$ cat config.mk
export PLATFORM = sky130hd
export DESIGN_NAME = i2c_master_transfer_engine
export DESIGN_NICKNAME = d
export VERILOG_FILES = /design/src/hdl/i2cmte_pkg.sv /design/src/hdl/i2c_master_transfer_engine.sv
export SDC_FILE = /design/constraint.sdc
export NUM_CORES = 1
export LEC_CHECK = 0
export ABC_CLOCK_PERIOD_IN_PS = 3850
export BUFFER_PORTS_ARGS = -buffer_cell sky130_fd_sc_hd__buf_2
export CORE_UTILIZATION = 45
export CTS_CLUSTER_DIAMETER = 120
export DETAILED_ROUTE_END_ITERATION = 8
export GPL_TIMING_DRIVEN = 0
export HOLD_SLACK_MARGIN = 0.1
export PLACE_DENSITY = 0.61
export SYNTH_ARGS = -nofsm -noshare
export SYNTH_HDL_FRONTEND = slang
export SYNTH_SLANG_ARGS = --single-unit
$ cat constraint.sdc
create_clock -name i_clk -period 3.85 [get_ports i_clk]
set_input_delay 0.1925 -clock i_clk [delete_from_list [all_inputs] [get_ports i_clk]]
set_output_delay 0.1925 -clock i_clk [all_outputs]
set_load 0.02 [all_outputs]
$ cat src/hdl/i2cmte_pkg.sv
// Shared constants for the I2C master transfer engine: bus phases, status codes, stream layout.
`default_nettype none
package i2cmte_pkg;

    // stream widths (fields packed from bit 0, padded to whole bytes)
    localparam int S_TDATA_W = 32;
    localparam int M_TDATA_W = 24;

    // bus phases
    localparam logic [3:0] PH_IDLE      = 4'd0;
    localparam logic [3:0] PH_START     = 4'd1;
    localparam logic [3:0] PH_TX_LOW    = 4'd2;
    localparam logic [3:0] PH_TX_HIGH   = 4'd3;
    localparam logic [3:0] PH_ACK_LOW   = 4'd4;
    localparam logic [3:0] PH_ACK_HIGH  = 4'd5;
    localparam logic [3:0] PH_FETCH     = 4'd6;
    localparam logic [3:0] PH_RX_LOW    = 4'd7;
    localparam logic [3:0] PH_RX_HIGH   = 4'd8;
    localparam logic [3:0] PH_RACK_LOW  = 4'd9;
    localparam logic [3:0] PH_RACK_HIGH = 4'd10;
    localparam logic [3:0] PH_STOP      = 4'd11;
    localparam logic [3:0] PH_STOP_SDA  = 4'd12;

    // command codes
    localparam logic [1:0] CMD_WRITE = 2'd0;
    localparam logic [1:0] CMD_READ  = 2'd1;

    // completion status
    localparam logic [2:0] STS_OK         = 3'd0;
    localparam logic [2:0] STS_WR_HDR_NAK = 3'd1;
    localparam logic [2:0] STS_WR_DAT_NAK = 3'd2;
    localparam logic [2:0] STS_RD_HDR_NAK = 3'd3;
    localparam logic [2:0] STS_UNKNOWN    = 3'd4;

    localparam logic [15:0] HALF_PERIOD_RESET = 16'd400;
    localparam logic [3:0]  BITS_PER_BYTE     = 4'd8;

endpackage
`default_nettype wire

$ cat src/hdl/i2c_master_transfer_engine.sv
// Top level of the I2C master transfer engine: tick-driven open-drain bus sequencer.
// A tick transaction is taken into the input register, then its result is shown on m_axis.
// Throughput: one tick transaction per cycle, set by the single registered step between the
// input register and the result register; back-pressure on m_axis stalls both stages.
// Reset (i_rst_n low, synchronous): bus lines released, phase idle, all counters zero,
// half period back to 400 ticks, both pipeline registers empty.
`default_nettype none
module i2c_master_transfer_engine #(
    parameter int COUNT_BITS       = 8,
    parameter int HALF_PERIOD_BITS = 16
) (
    input  wire logic                               i_clk,
    input  wire logic                               i_rst_n,
    // configuration: half_period_ticks
    input  wire logic                               i_cfg_we,
    input  wire logic [15:0]                        i_cfg_wdata,
    // tick stream in
    input  wire logic                               s_axis_tvalid,
    output logic                                    s_axis_tready,
    // [0] sda_in, [1] cmd_valid, [3:2] cmd_code, [11:4] header, [19:12] byte_count,
    // [20] tx_valid, [28:21] tx_data, [31:29] zero
    input  wire logic [i2cmte_pkg::S_TDATA_W-1:0]   s_axis_tdata,
    // result stream out
    output logic                                    m_axis_tvalid,
    input  wire logic                               m_axis_tready,
    // [0] scl_pull_low, [1] sda_pull_low, [2] tx_taken, [3] rx_valid, [11:4] rx_data,
    // [12] busy_res, [13] done_res, [16:14] status, [23:17] zero
    output logic [i2cmte_pkg::M_TDATA_W-1:0]        m_axis_tdata
);
    import i2cmte_pkg::*;

    localparam int HPB = HALF_PERIOD_BITS;
    localparam int CB  = COUNT_BITS;

    // ---------------- pipeline control ----------------
    logic r_in_valid, n_in_valid;
    logic [28:0] r_in;
    logic r_out_valid;
    logic [16:0] r_out;
    logic advance;   // result stage can take a new step
    logic step;      // one tick is processed this cycle

    assign advance       = !r_out_valid || m_axis_tready;
    assign step          = r_in_valid && advance;
    assign s_axis_tready = !r_in_valid || advance;
    assign m_axis_tvalid = r_out_valid;
    assign m_axis_tdata  = {7'b0, r_out};

    always_comb begin
        n_in_valid = r_in_valid;
        if (s_axis_tready) begin
            n_in_valid = s_axis_tvalid;
        end
    end

    // ---------------- configuration ----------------
    logic [15:0] r_half_cfg;

    always_ff @(posedge i_clk) begin
        if (!i_rst_n) begin
            r_half_cfg <= HALF_PERIOD_RESET;
        end else if (i_cfg_we) begin
            r_half_cfg <= i_cfg_wdata;
        end
    end

    // register taken modulo 2^HPB; zero acts as one
    logic [47:0]    half_wide;
    logic [HPB-1:0] half_raw, half;
    assign half_wide = {32'b0, r_half_cfg};
    assign half_raw  = half_wide[HPB-1:0];
    assign half      = (half_raw == '0) ? HPB'(1) : half_raw;

    // ---------------- unpack registered tick ----------------
    logic       f_sda, f_cmd_valid, f_tx_valid;
    logic [1:0] f_code;
    logic [7:0] f_header, f_count, f_tx_data;
    logic [39:0]   count_wide;
    logic [CB-1:0] count_in;

    assign f_sda       = r_in[0];
    assign f_cmd_valid = r_in[1];
    assign f_code      = r_in[3:2];
    assign f_header    = r_in[11:4];
    assign f_count     = r_in[19:12];
    assign f_tx_valid  = r_in[20];
    assign f_tx_data   = r_in[28:21];
    assign count_wide  = {32'b0, f_count};
    assign count_in    = count_wide[CB-1:0];

    // ---------------- sequencer state ----------------
    logic [3:0]     r_phase, n_phase;
    logic [HPB-1:0] r_tick, n_tick;
    logic [3:0]     r_bit, n_bit;
    logic [7:0]     r_shift, n_shift;
    logic [CB-1:0]  r_left, n_left;
    logic           r_is_read, n_is_read;
    logic           r_in_header, n_in_header;
    logic [2:0]     r_final, n_final;
    logic           r_scl, n_scl;
    logic           r_sda, n_sda;

    logic           taken, rxv, done;
    logic [7:0]     rxd;
    logic [2:0]     sts;
    logic           do_fetch, do_rx;
    logic [HPB-1:0] tick_inc;
    logic [3:0]     bit_inc;
    logic [7:0]     shift_l;
    logic [CB-1:0]  left_dec;

    assign tick_inc = r_tick + HPB'(1);
    assign bit_inc  = r_bit + 4'd1;
    assign shift_l  = {r_shift[6:0], 1'b0};
    assign left_dec = r_left - CB'(1);

    always_comb begin
        n_phase     = r_phase;
        n_tick      = r_tick;
        n_bit       = r_bit;
        n_shift     = r_shift;
        n_left      = r_left;
        n_is_read   = r_is_read;
        n_in_header = r_in_header;
        n_final     = r_final;
        n_scl       = r_scl;
        n_sda       = r_sda;
        taken       = 1'b0;
        rxv         = 1'b0;
        done        = 1'b0;
        rxd         = 8'd0;
        sts         = STS_OK;
        do_fetch    = 1'b0;
        do_rx       = 1'b0;

        case (r_phase)
            PH_IDLE: begin
                if (f_cmd_valid) begin
                    if (f_code != CMD_WRITE && f_code != CMD_READ) begin
                        // unknown code: report and stay idle, bus untouched
                        n_final = STS_UNKNOWN;
                        done    = 1'b1;
                        sts     = STS_UNKNOWN;
                    end else begin
                        n_is_read   = (f_code == CMD_READ);
                        n_in_header = 1'b1;
                        n_final     = STS_OK;
                        n_shift     = f_header;
                        n_left      = count_in;
                        n_bit       = 4'd0;
                        n_sda       = 1'b1;   // start: SDA falls while SCL high
                        n_scl       = 1'b0;
                        n_phase     = PH_START;
                        n_tick      = '0;
                    end
                end
            end
            PH_FETCH: begin
                do_fetch = 1'b1;
            end
            default: begin
                n_tick = tick_inc;
                if (tick_inc >= half) begin
                    n_tick = '0;
                    case (r_phase)
                        PH_START: begin
                            n_scl   = 1'b1;
                            n_sda   = !r_shift[7];
                            n_bit   = 4'd0;
                            n_phase = PH_TX_LOW;
                        end
                        PH_TX_LOW: begin
                            n_scl   = 1'b0;
                            n_phase = PH_TX_HIGH;
                        end
                        PH_TX_HIGH: begin
                            n_scl   = 1'b1;
                            n_shift = shift_l;
                            n_bit   = bit_inc;
                            if (bit_inc >= BITS_PER_BYTE) begin
                                n_sda   = 1'b0;   // release for slave ACK
                                n_phase = PH_ACK_LOW;
                            end else begin
                                n_sda   = !shift_l[7];
                                n_phase = PH_TX_LOW;
                            end
                        end
                        PH_ACK_LOW: begin
                            n_scl = 1'b0;
                            if (f_sda) begin
                                if (!r_in_header) begin
                                    n_final = STS_WR_DAT_NAK;
                                end else if (r_is_read) begin
                                    n_final = STS_RD_HDR_NAK;
                                end else begin
                                    n_final = STS_WR_HDR_NAK;
                                end
                            end
                            n_phase = PH_ACK_HIGH;
                        end
                        PH_ACK_HIGH: begin
                            n_scl = 1'b1;
                            n_sda = 1'b1;
                            if (r_final != STS_OK) begin
                                n_phase = PH_STOP;
                            end else if (r_in_header) begin
                                n_in_header = 1'b0;
                                if (r_left == '0) begin
                                    n_phase = PH_STOP;
                                end else if (r_is_read) begin
                                    do_rx = 1'b1;
                                end else begin
                                    do_fetch = 1'b1;
                                end
                            end else begin
                                n_left = left_dec;
                                if (left_dec == '0) begin
                                    n_phase = PH_STOP;
                                end else begin
                                    do_fetch = 1'b1;
                                end
                            end
                        end
                        PH_RX_LOW: begin
                            n_scl   = 1'b0;
                            n_shift = {r_shift[6:0], f_sda};
                            n_phase = PH_RX_HIGH;
                        end
                        PH_RX_HIGH: begin
                            n_scl = 1'b1;
                            n_bit = bit_inc;
                            if (bit_inc >= BITS_PER_BYTE) begin
                                rxv     = 1'b1;
                                rxd     = r_shift;
                                n_sda   = (r_left != CB'(1));   // ACK all but last
                                n_phase = PH_RACK_LOW;
                            end else begin
                                n_phase = PH_RX_LOW;
                            end
                        end
                        PH_RACK_LOW: begin
                            n_scl   = 1'b0;
                            n_phase = PH_RACK_HIGH;
                        end
                        PH_RACK_HIGH: begin
                            n_scl  = 1'b1;
                            n_sda  = 1'b1;
                            n_left = left_dec;
                            if (left_dec == '0) begin
                                n_phase = PH_STOP;
                            end else begin
                                do_rx = 1'b1;
                            end
                        end
                        PH_STOP: begin
                            n_scl   = 1'b0;
                            n_phase = PH_STOP_SDA;
                        end
                        PH_STOP_SDA: begin
                            n_sda   = 1'b0;
                            done    = 1'b1;
                            sts     = r_final;
                            n_phase = PH_IDLE;
                        end
                        default: begin
                            n_scl   = 1'b0;
                            n_sda   = 1'b0;
                            n_phase = PH_IDLE;
                        end
                    endcase
                end
            end
        endcase

        // write byte fetch: SCL and SDA held low until a byte is offered
        if (do_fetch) begin
            n_tick = '0;
            if (f_tx_valid) begin
                taken   = 1'b1;
                n_shift = f_tx_data;
                n_sda   = !f_tx_data[7];
                n_bit   = 4'd0;
                n_phase = PH_TX_LOW;
            end else begin
                n_phase = PH_FETCH;
            end
        end

        // next read byte: release SDA and clear the shifter
        if (do_rx) begin
            n_sda   = 1'b0;
            n_shift = 8'd0;
            n_bit   = 4'd0;
            n_tick  = '0;
            n_phase = PH_RX_LOW;
        end
    end

    // ---------------- registers ----------------
    always_ff @(posedge i_clk) begin
        if (!i_rst_n) begin
            r_in_valid  <= 1'b0;
            r_out_valid <= 1'b0;
            r_phase     <= PH_IDLE;
            r_tick      <= '0;
            r_bit       <= 4'd0;
            r_shift     <= 8'd0;
            r_left      <= '0;
            r_is_read   <= 1'b0;
            r_in_header <= 1'b0;
            r_final     <= STS_OK;
            r_scl       <= 1'b0;
            r_sda       <= 1'b0;
        end else begin
            r_in_valid <= n_in_valid;
            if (advance) begin
                r_out_valid <= r_in_valid;
            end
            if (step) begin
                r_phase     <= n_phase;
                r_tick      <= n_tick;
                r_bit       <= n_bit;
                r_shift     <= n_shift;
                r_left      <= n_left;
                r_is_read   <= n_is_read;
                r_in_header <= n_in_header;
                r_final     <= n_final;
                r_scl       <= n_scl;
                r_sda       <= n_sda;
            end
        end
    end

    // payload registers
    always_ff @(posedge i_clk) begin
        if (s_axis_tready && s_axis_tvalid) begin
            r_in <= s_axis_tdata[28:0];
        end
        if (step) begin
            r_out <= {sts, done, (n_phase != PH_IDLE), rxd, rxv, taken, n_sda, n_scl};
        end
    end

endmodule
`default_nettype wire
Yosys cells after proc, flatten, opt, wreduce, memory -nomap -nowiden
Index checks and enable logic that the tools add are counted.
{"block": "word_totals", "regBits": 111, "input_bits": 53, "out_inout_bits": 26, "elab_cells": 184}
{"block": "op_classes", "addsub": 3, "magnitude_cmp": 2, "eq_ne": 23, "n_mux": 99, "bitwise_logic": 5, "n_reduce_logical": 34}
{"cell": "16-bit 2-to-1 mux", "n": 6}
{"cell": "8-bit 2-to-1 mux", "n": 11}
{"cell": "4-bit 2-to-1 mux", "n": 16}
{"cell": "8-bit case mux with 2 select lines", "n": 4}
{"cell": "4-bit case mux with 10 select lines", "n": 1}
{"cell": "1-bit 2-to-1 mux", "n": 35}
{"cell": "16-bit case mux with 2 select lines", "n": 1}
{"cell": "3-bit 2-to-1 mux", "n": 10}
{"cell": "4-bit case mux with 2 select lines", "n": 3}
{"cell": "4-bit equality test, second input constant", "n": 5}
{"cell": "16-bit by 1-bit adder with 16-bit output, second input constant", "n": 1}
{"cell": "4-bit by 3-bit equality test with 1-bit output, second input constant", "n": 4}
{"cell": "16-bit >= comparator", "n": 1}
{"cell": "16-bit logical NOT", "n": 1}
{"cell": "8-bit logical NOT", "n": 2}
{"cell": "5-bit OR reduction", "n": 3}
{"cell": "1-bit case mux with 2 select lines", "n": 7}
{"cell": "3-bit case mux with 2 select lines", "n": 2}
{"cell": "2-bit nonzero test", "n": 5}
{"cell": "3-bit inequality test, second input constant", "n": 3}
{"cell": "4-bit by 2-bit equality test with 1-bit output, second input constant", "n": 2}
{"cell": "4-bit inequality test, second input constant", "n": 2}
{"cell": "8-bit by 1-bit inequality test with 1-bit output, second input constant", "n": 1}
{"cell": "4-bit AND reduction", "n": 2}
{"cell": "21 further kinds", "n": 38}

Depth between registers and ports, before layout
{"block": "depth", "depth_word": 11, "depth_mapped": 17, "ltp_nobuf": 15}

Least setup slack after synthesis
OpenSTA, ideal clock, no wires.
{"block": "synth_timing", "path_type": "flip-flop to flip-flop", "start": "register r_tick[2]", "end": "register r_left[1]", "setup_ps": 133, "t_arrival_ps": 3329, "required_ps": 3717, "slack_ps": 388, "stages_incl_launch_ff": 15, "path_buffers": 2, "period_less_slack_ps": 3462, "path_cell_list": "dfxtp_1 and3_1 and3_1 clkbuf_1 nand3_1 nor3_1 xor2_1 ha_1 nand2_1 o21ai_0 clkbuf_1 o21ai_2 a211o_1 a211oi_1 a211oi_1"}
{"block": "synth_between", "elab_chain_len": 4}
{"element": "start: declaration", "line": "i2c_master_transfer_engine.sv:93", "text": "logic [HPB-1:0] r_tick, n_tick;"}
{"element": "start signal: assignment", "line": "i2c_master_transfer_engine.sv:321", "text": "r_tick <= n_tick;"}
{"element": "16-bit by 1-bit adder with 16-bit output", "line": "i2c_master_transfer_engine.sv:112", "text": "assign tick_inc = r_tick + HPB'(1);"}
{"element": "16-bit >= comparator", "line": "i2c_master_transfer_engine.sv:163", "text": "if (tick_inc >= half) begin"}
{"element": "2-bit nonzero test (no line)"}
{"element": "8-bit AND reduction (no line)"}
{"element": "end signal: assignment", "line": "i2c_master_transfer_engine.sv:324", "text": "r_left <= n_left;"}
{"element": "end: declaration", "line": "i2c_master_transfer_engine.sv:96", "text": "logic [CB-1:0] r_left, n_left;"}
No other way between the ends.
A chain may end at the register's enable or synchronous reset.

Worst setup path in the final report
{"block": "layout_timing", "start": "register r_tick[0]", "end": "register r_out[12] (data pin)"}
{"block": "layout_between", "elab_chain_len": 7, "elab_cells_between_ends": 11, "cone_classes": "1 x add/sub; 1 x order compare; 8 x mux; 1 x reduce/logical"}
{"element": "16-bit by 1-bit adder with 16-bit output *", "line": "i2c_master_transfer_engine.sv:112"}
{"element": "16-bit >= comparator *", "line": "i2c_master_transfer_engine.sv:163"}
{"element": "4-bit 2-to-1 mux or 1-bit 2-to-1 mux (tied branches)", "line": "i2c_master_transfer_engine.sv:163"}
{"element": "4-bit case mux with 2 select lines or 1-bit case mux with 2 select lines (tied branches)", "line": "i2c_master_transfer_engine.sv:136", "text": "case (r_phase)"}
{"element": "4-bit 2-to-1 mux", "line": "i2c_master_transfer_engine.sv:276", "text": "if (do_fetch) begin"}
{"element": "4-bit 2-to-1 mux *", "line": "i2c_master_transfer_engine.sv:290", "text": "if (do_rx) begin"}
{"element": "4-bit nonzero test *", "line": "i2c_master_transfer_engine.sv:340", "text": "r_out <= {sts, done, (n_phase != PH_IDLE), rxd, rxv, taken, n_sda, n_scl};"}
{"element": "end signal: assignment", "line": "i2c_master_transfer_engine.sv:340"}
{"element": "end: declaration", "line": "i2c_master_transfer_engine.sv:39", "text": "logic [16:0] r_out;"}
Mark *: on every way between the ends. The rest lies on a longest branch, timed or not.

==> impl_metrics.tcl <==
set metrics [dict create \
    drt-initial-drc-count 403 \
    crit_path_start "r_tick[0]" \
    cts_buffer_depth 2 \
    synthAdderAreaFrac 0.0462 \
    post-dp-hpwl_um 11100 \
    synth_xor_area_frac 0.0235 \
    tightest_slew_ns 1.24 \
    dieWidth_um 117 \
    insertion_delay_ns 0.36 \
    cts_inserted_buffers 9 \
    synth_ff_type "dfxtp_1" \
    grtUsageTotal 0.250 \
    p_per_area_nw_per_um2 349 \
    synth_warnings 0 \
    skew_ns 0.00797 \
    setup_tns_ns 0 \
    dieArea_um2 13700 \
    slew_headroom 0.171 \
    synth-edff-count 46 \
    synthArstFlopShare 0 \
    drc 0 \
    synth_top_area_share 0.232 \
    cellInternalPower_mw 1.90 \
    drt_first_pass_iters 5 \
    grt-ovfl-total 0 \
    ys_seq_area_frac 0.450 \
    cts_tree "built" \
    cap_violations 0 \
    synth-compound-area-share 0.203 \
    hold_viol_final 0 \
    grt_setup_unrepaired "no" \
    cts-root-buf "clkbuf_16" \
    synth_top_family_by_area "compound AO/OA/AOI/OAI gates" \
    wl_per_cell_um 16.9 \
    final_cell_mix "buf_2 (72), nor2_1 (71), dfxtp_1 (64), nand2_1 (55)" \
    synth_area_um2 5960 \
    fin_crit_sh 0.949 \
    num_rows 41 \
    synthMuxAreaShare 0.0254 \
    reg2reg_slack_ns 0.20 \
    io_pins 79 \
    dp.cells 887 \
    syn_area_per_cell_um2 9.28 \
    syn_inst 642 \
    grt_pass1_wl_um 25600 \
    drt-total-wl_um 16100 \
    crit_path_start_kind "flip-flop" \
    io_buffers 67 \
    drv_slew 0 \
    grt_pass1_vias 5010 \
    synthDistinctLibCells 77 \
    drtAntennaViolNets 0 \
    fp.dieH_um 117 \
    synthSimpleGateAreaFrac 0.191 \
    end_kind "flip-flop" \
    fin_crit_ns 3.65 \
    comb_power_share 0.144 \
    path_class "reg2reg" \
    layout.nets 852 \
    status "completed" \
    crit_end "r_out[12]" \
    fmax_ghz 0.274 \
    yosysTopAreaCell "edfxtp_1" \
    setup_viol 0 \
    reg2reg_depth 17 \
    start_util 0.467 \
    drive_above_1_share 0.187 \
    p_leak_nw 2.94 \
    r2r_start "r_tick[0]" \
    final_cells 954 \
    cts_sinks 111 \
    r2r-end "r_out[12]" \
    vias_per_cell 5.49 \
    hp-class "in2reg" \
    grt_max_degree 30 \
    arrival_ns 3.74 \
    area_delta_synth_final_pct 23.9 \
    synth.area.top_cells "edfxtp_1 (23%), dfxtp_1 (22%), ha_1 (4.6%)" \
    cp_max_fo 6 \
    antenna_found_initial 0 \
    switching_power_mw 0.676 \
    synth_seq_cells 111 \
    required_ns 3.94 \
    pwr-share-seq 0.509 \
    routabilityCongestion 0.910 \
    clkPwrFrac 0.348 \
    placeableCoreArea_um2 12800 \
    htreeDepth 3 \
    switching_share 0.262 \
    peakVddDrop_v 0.000199 \
    num_vias 5239 \
    final_common_cell "buf_2" \
    clk_pin_slew_ns 0.07 \
    n_antenna_cell 0 \
]
==> state kept, by name, indices dropped and copies added (netlist names) <==
name           cells
half_raw          16
m_axis_tvalid      1
r_bit              4
r_final            3
r_in              29
r_in_header        1
r_in_valid         1
r_is_read          1
r_left             8
r_out             17
r_phase            4
r_scl              1
r_sda              1
r_shift            8
r_tick            16
==> final cells by class <==
class	count	area, um2
Inverter	42	158
Multi-Input combinational cell	456	2980
Timing Repair Buffer	121	868
Sequential cell	111	2680
Fill cell	1140	5390
Buffer	36	198
Clock buffer	14	259
Tap cell	172	215
Clock inverter	2	15.0
==> critical path: stages (launching register included) <==
cell and delay (ns):
dfxtp_2 0.37, ha_2 0.22, and3_2 0.25, and3_2 0.24
nand3_1 0.14, xnor2_2 0.20, ha_1 0.33, a21oi_1 0.16
o31ai_1 0.10, a21oi_2 0.12, buf_4 0.15, a21oi_4 0.07
buf_12 0.17, buf_4 0.16, o311ai_0 0.31, a21oi_1 0.11
o21ai_0 0.16, nand4_1 0.13
==> worst min-delay path by stage <==
| stage | cells past startpoint | end | from | slack [ns] |
|---|---|---|---|---|
| floorplan | 0 | r_in[0] | s_axis_tdata[0] | 0.29 |
| CTS | 4 | m_axis_tvalid | m_axis_tready | 0.14 |
| finish | 4 | m_axis_tvalid | m_axis_tready | 0.14 |
| detailed placement | 1 | r_in[14] | s_axis_tdata[14] | 0.37 |
| global placement | 1 | r_in[9] | s_axis_tdata[9] | 0.37 |
| global route | 4 | m_axis_tvalid | m_axis_tready | 0.18 |
==> through the flow <==
stage	setup WS, ns	power (mW)	utilization	area, um2	hold WS [ns]
after floorplan	0.388	1.55	-	5980	0.291
after global placement	-0.444	1.65	0.511	6530	0.370
after detailed placement	-0.496	1.66	0.511	6530	0.371
after CTS	0.000291	2.59	0.576	7350	0.136
after global routing	0.0412	2.69	0.578	7380	0.179
final	0.195	2.58	0.578	7380	0.142
==> cells in the mapped netlist, drive strengths merged (14+ instances only) <==
cell type / number
o21ai: 43
nand3: 27
nand2: 55
inv: 42
nor2: 73
clkbuf: 22
a21oi: 36
mux2i: 14
ha: 22
buf: 17
dfxtp: 65
edfxtp: 46
==> power by group through the flow <==
stage	sequential [mW]	clock, mW	combinational [mW]
after floorplan	1.34	0	0.214
after global placement	1.34	0	0.319
after detailed placement	1.34	0	0.324
after CTS	1.31	0.916	0.362
after global routing	1.32	0.958	0.410
final	1.31	0.896	0.371
==> routing by layer <==
metal	wire length (um)	share of wire	up-vias	GRT usage
met3	975	0.061	19	0.0510
met2	7260	0.45	179	0.381
met1	7620	0.47	2464	0.356
met5	0	0	-	0
met4	240	0.015	0	0.0810
li1	-	-	2577	-
==> what timing repair did <==
item	4_1_cts	5_1_grt
endpoints found under the setup margin	63	60
setup buffers	7	1
hold buffers	46	0
hold endpoints to repair	46	0
resized for setup	7	10
pin swaps	3	1
==> cells by family (layout without fill, tap and decap cells) <==
group,Yosys count,in the layout
buffers and inverters,81,215
DFF,111,111
AOI/OAI and AO/OA,169,169
and+or+nand+nor,227,227
muxes,15,15
other,1,7
adders and majority gates,22,22
xor gates and xnor gates,16,16
Power figures use the tool's default switching activity.
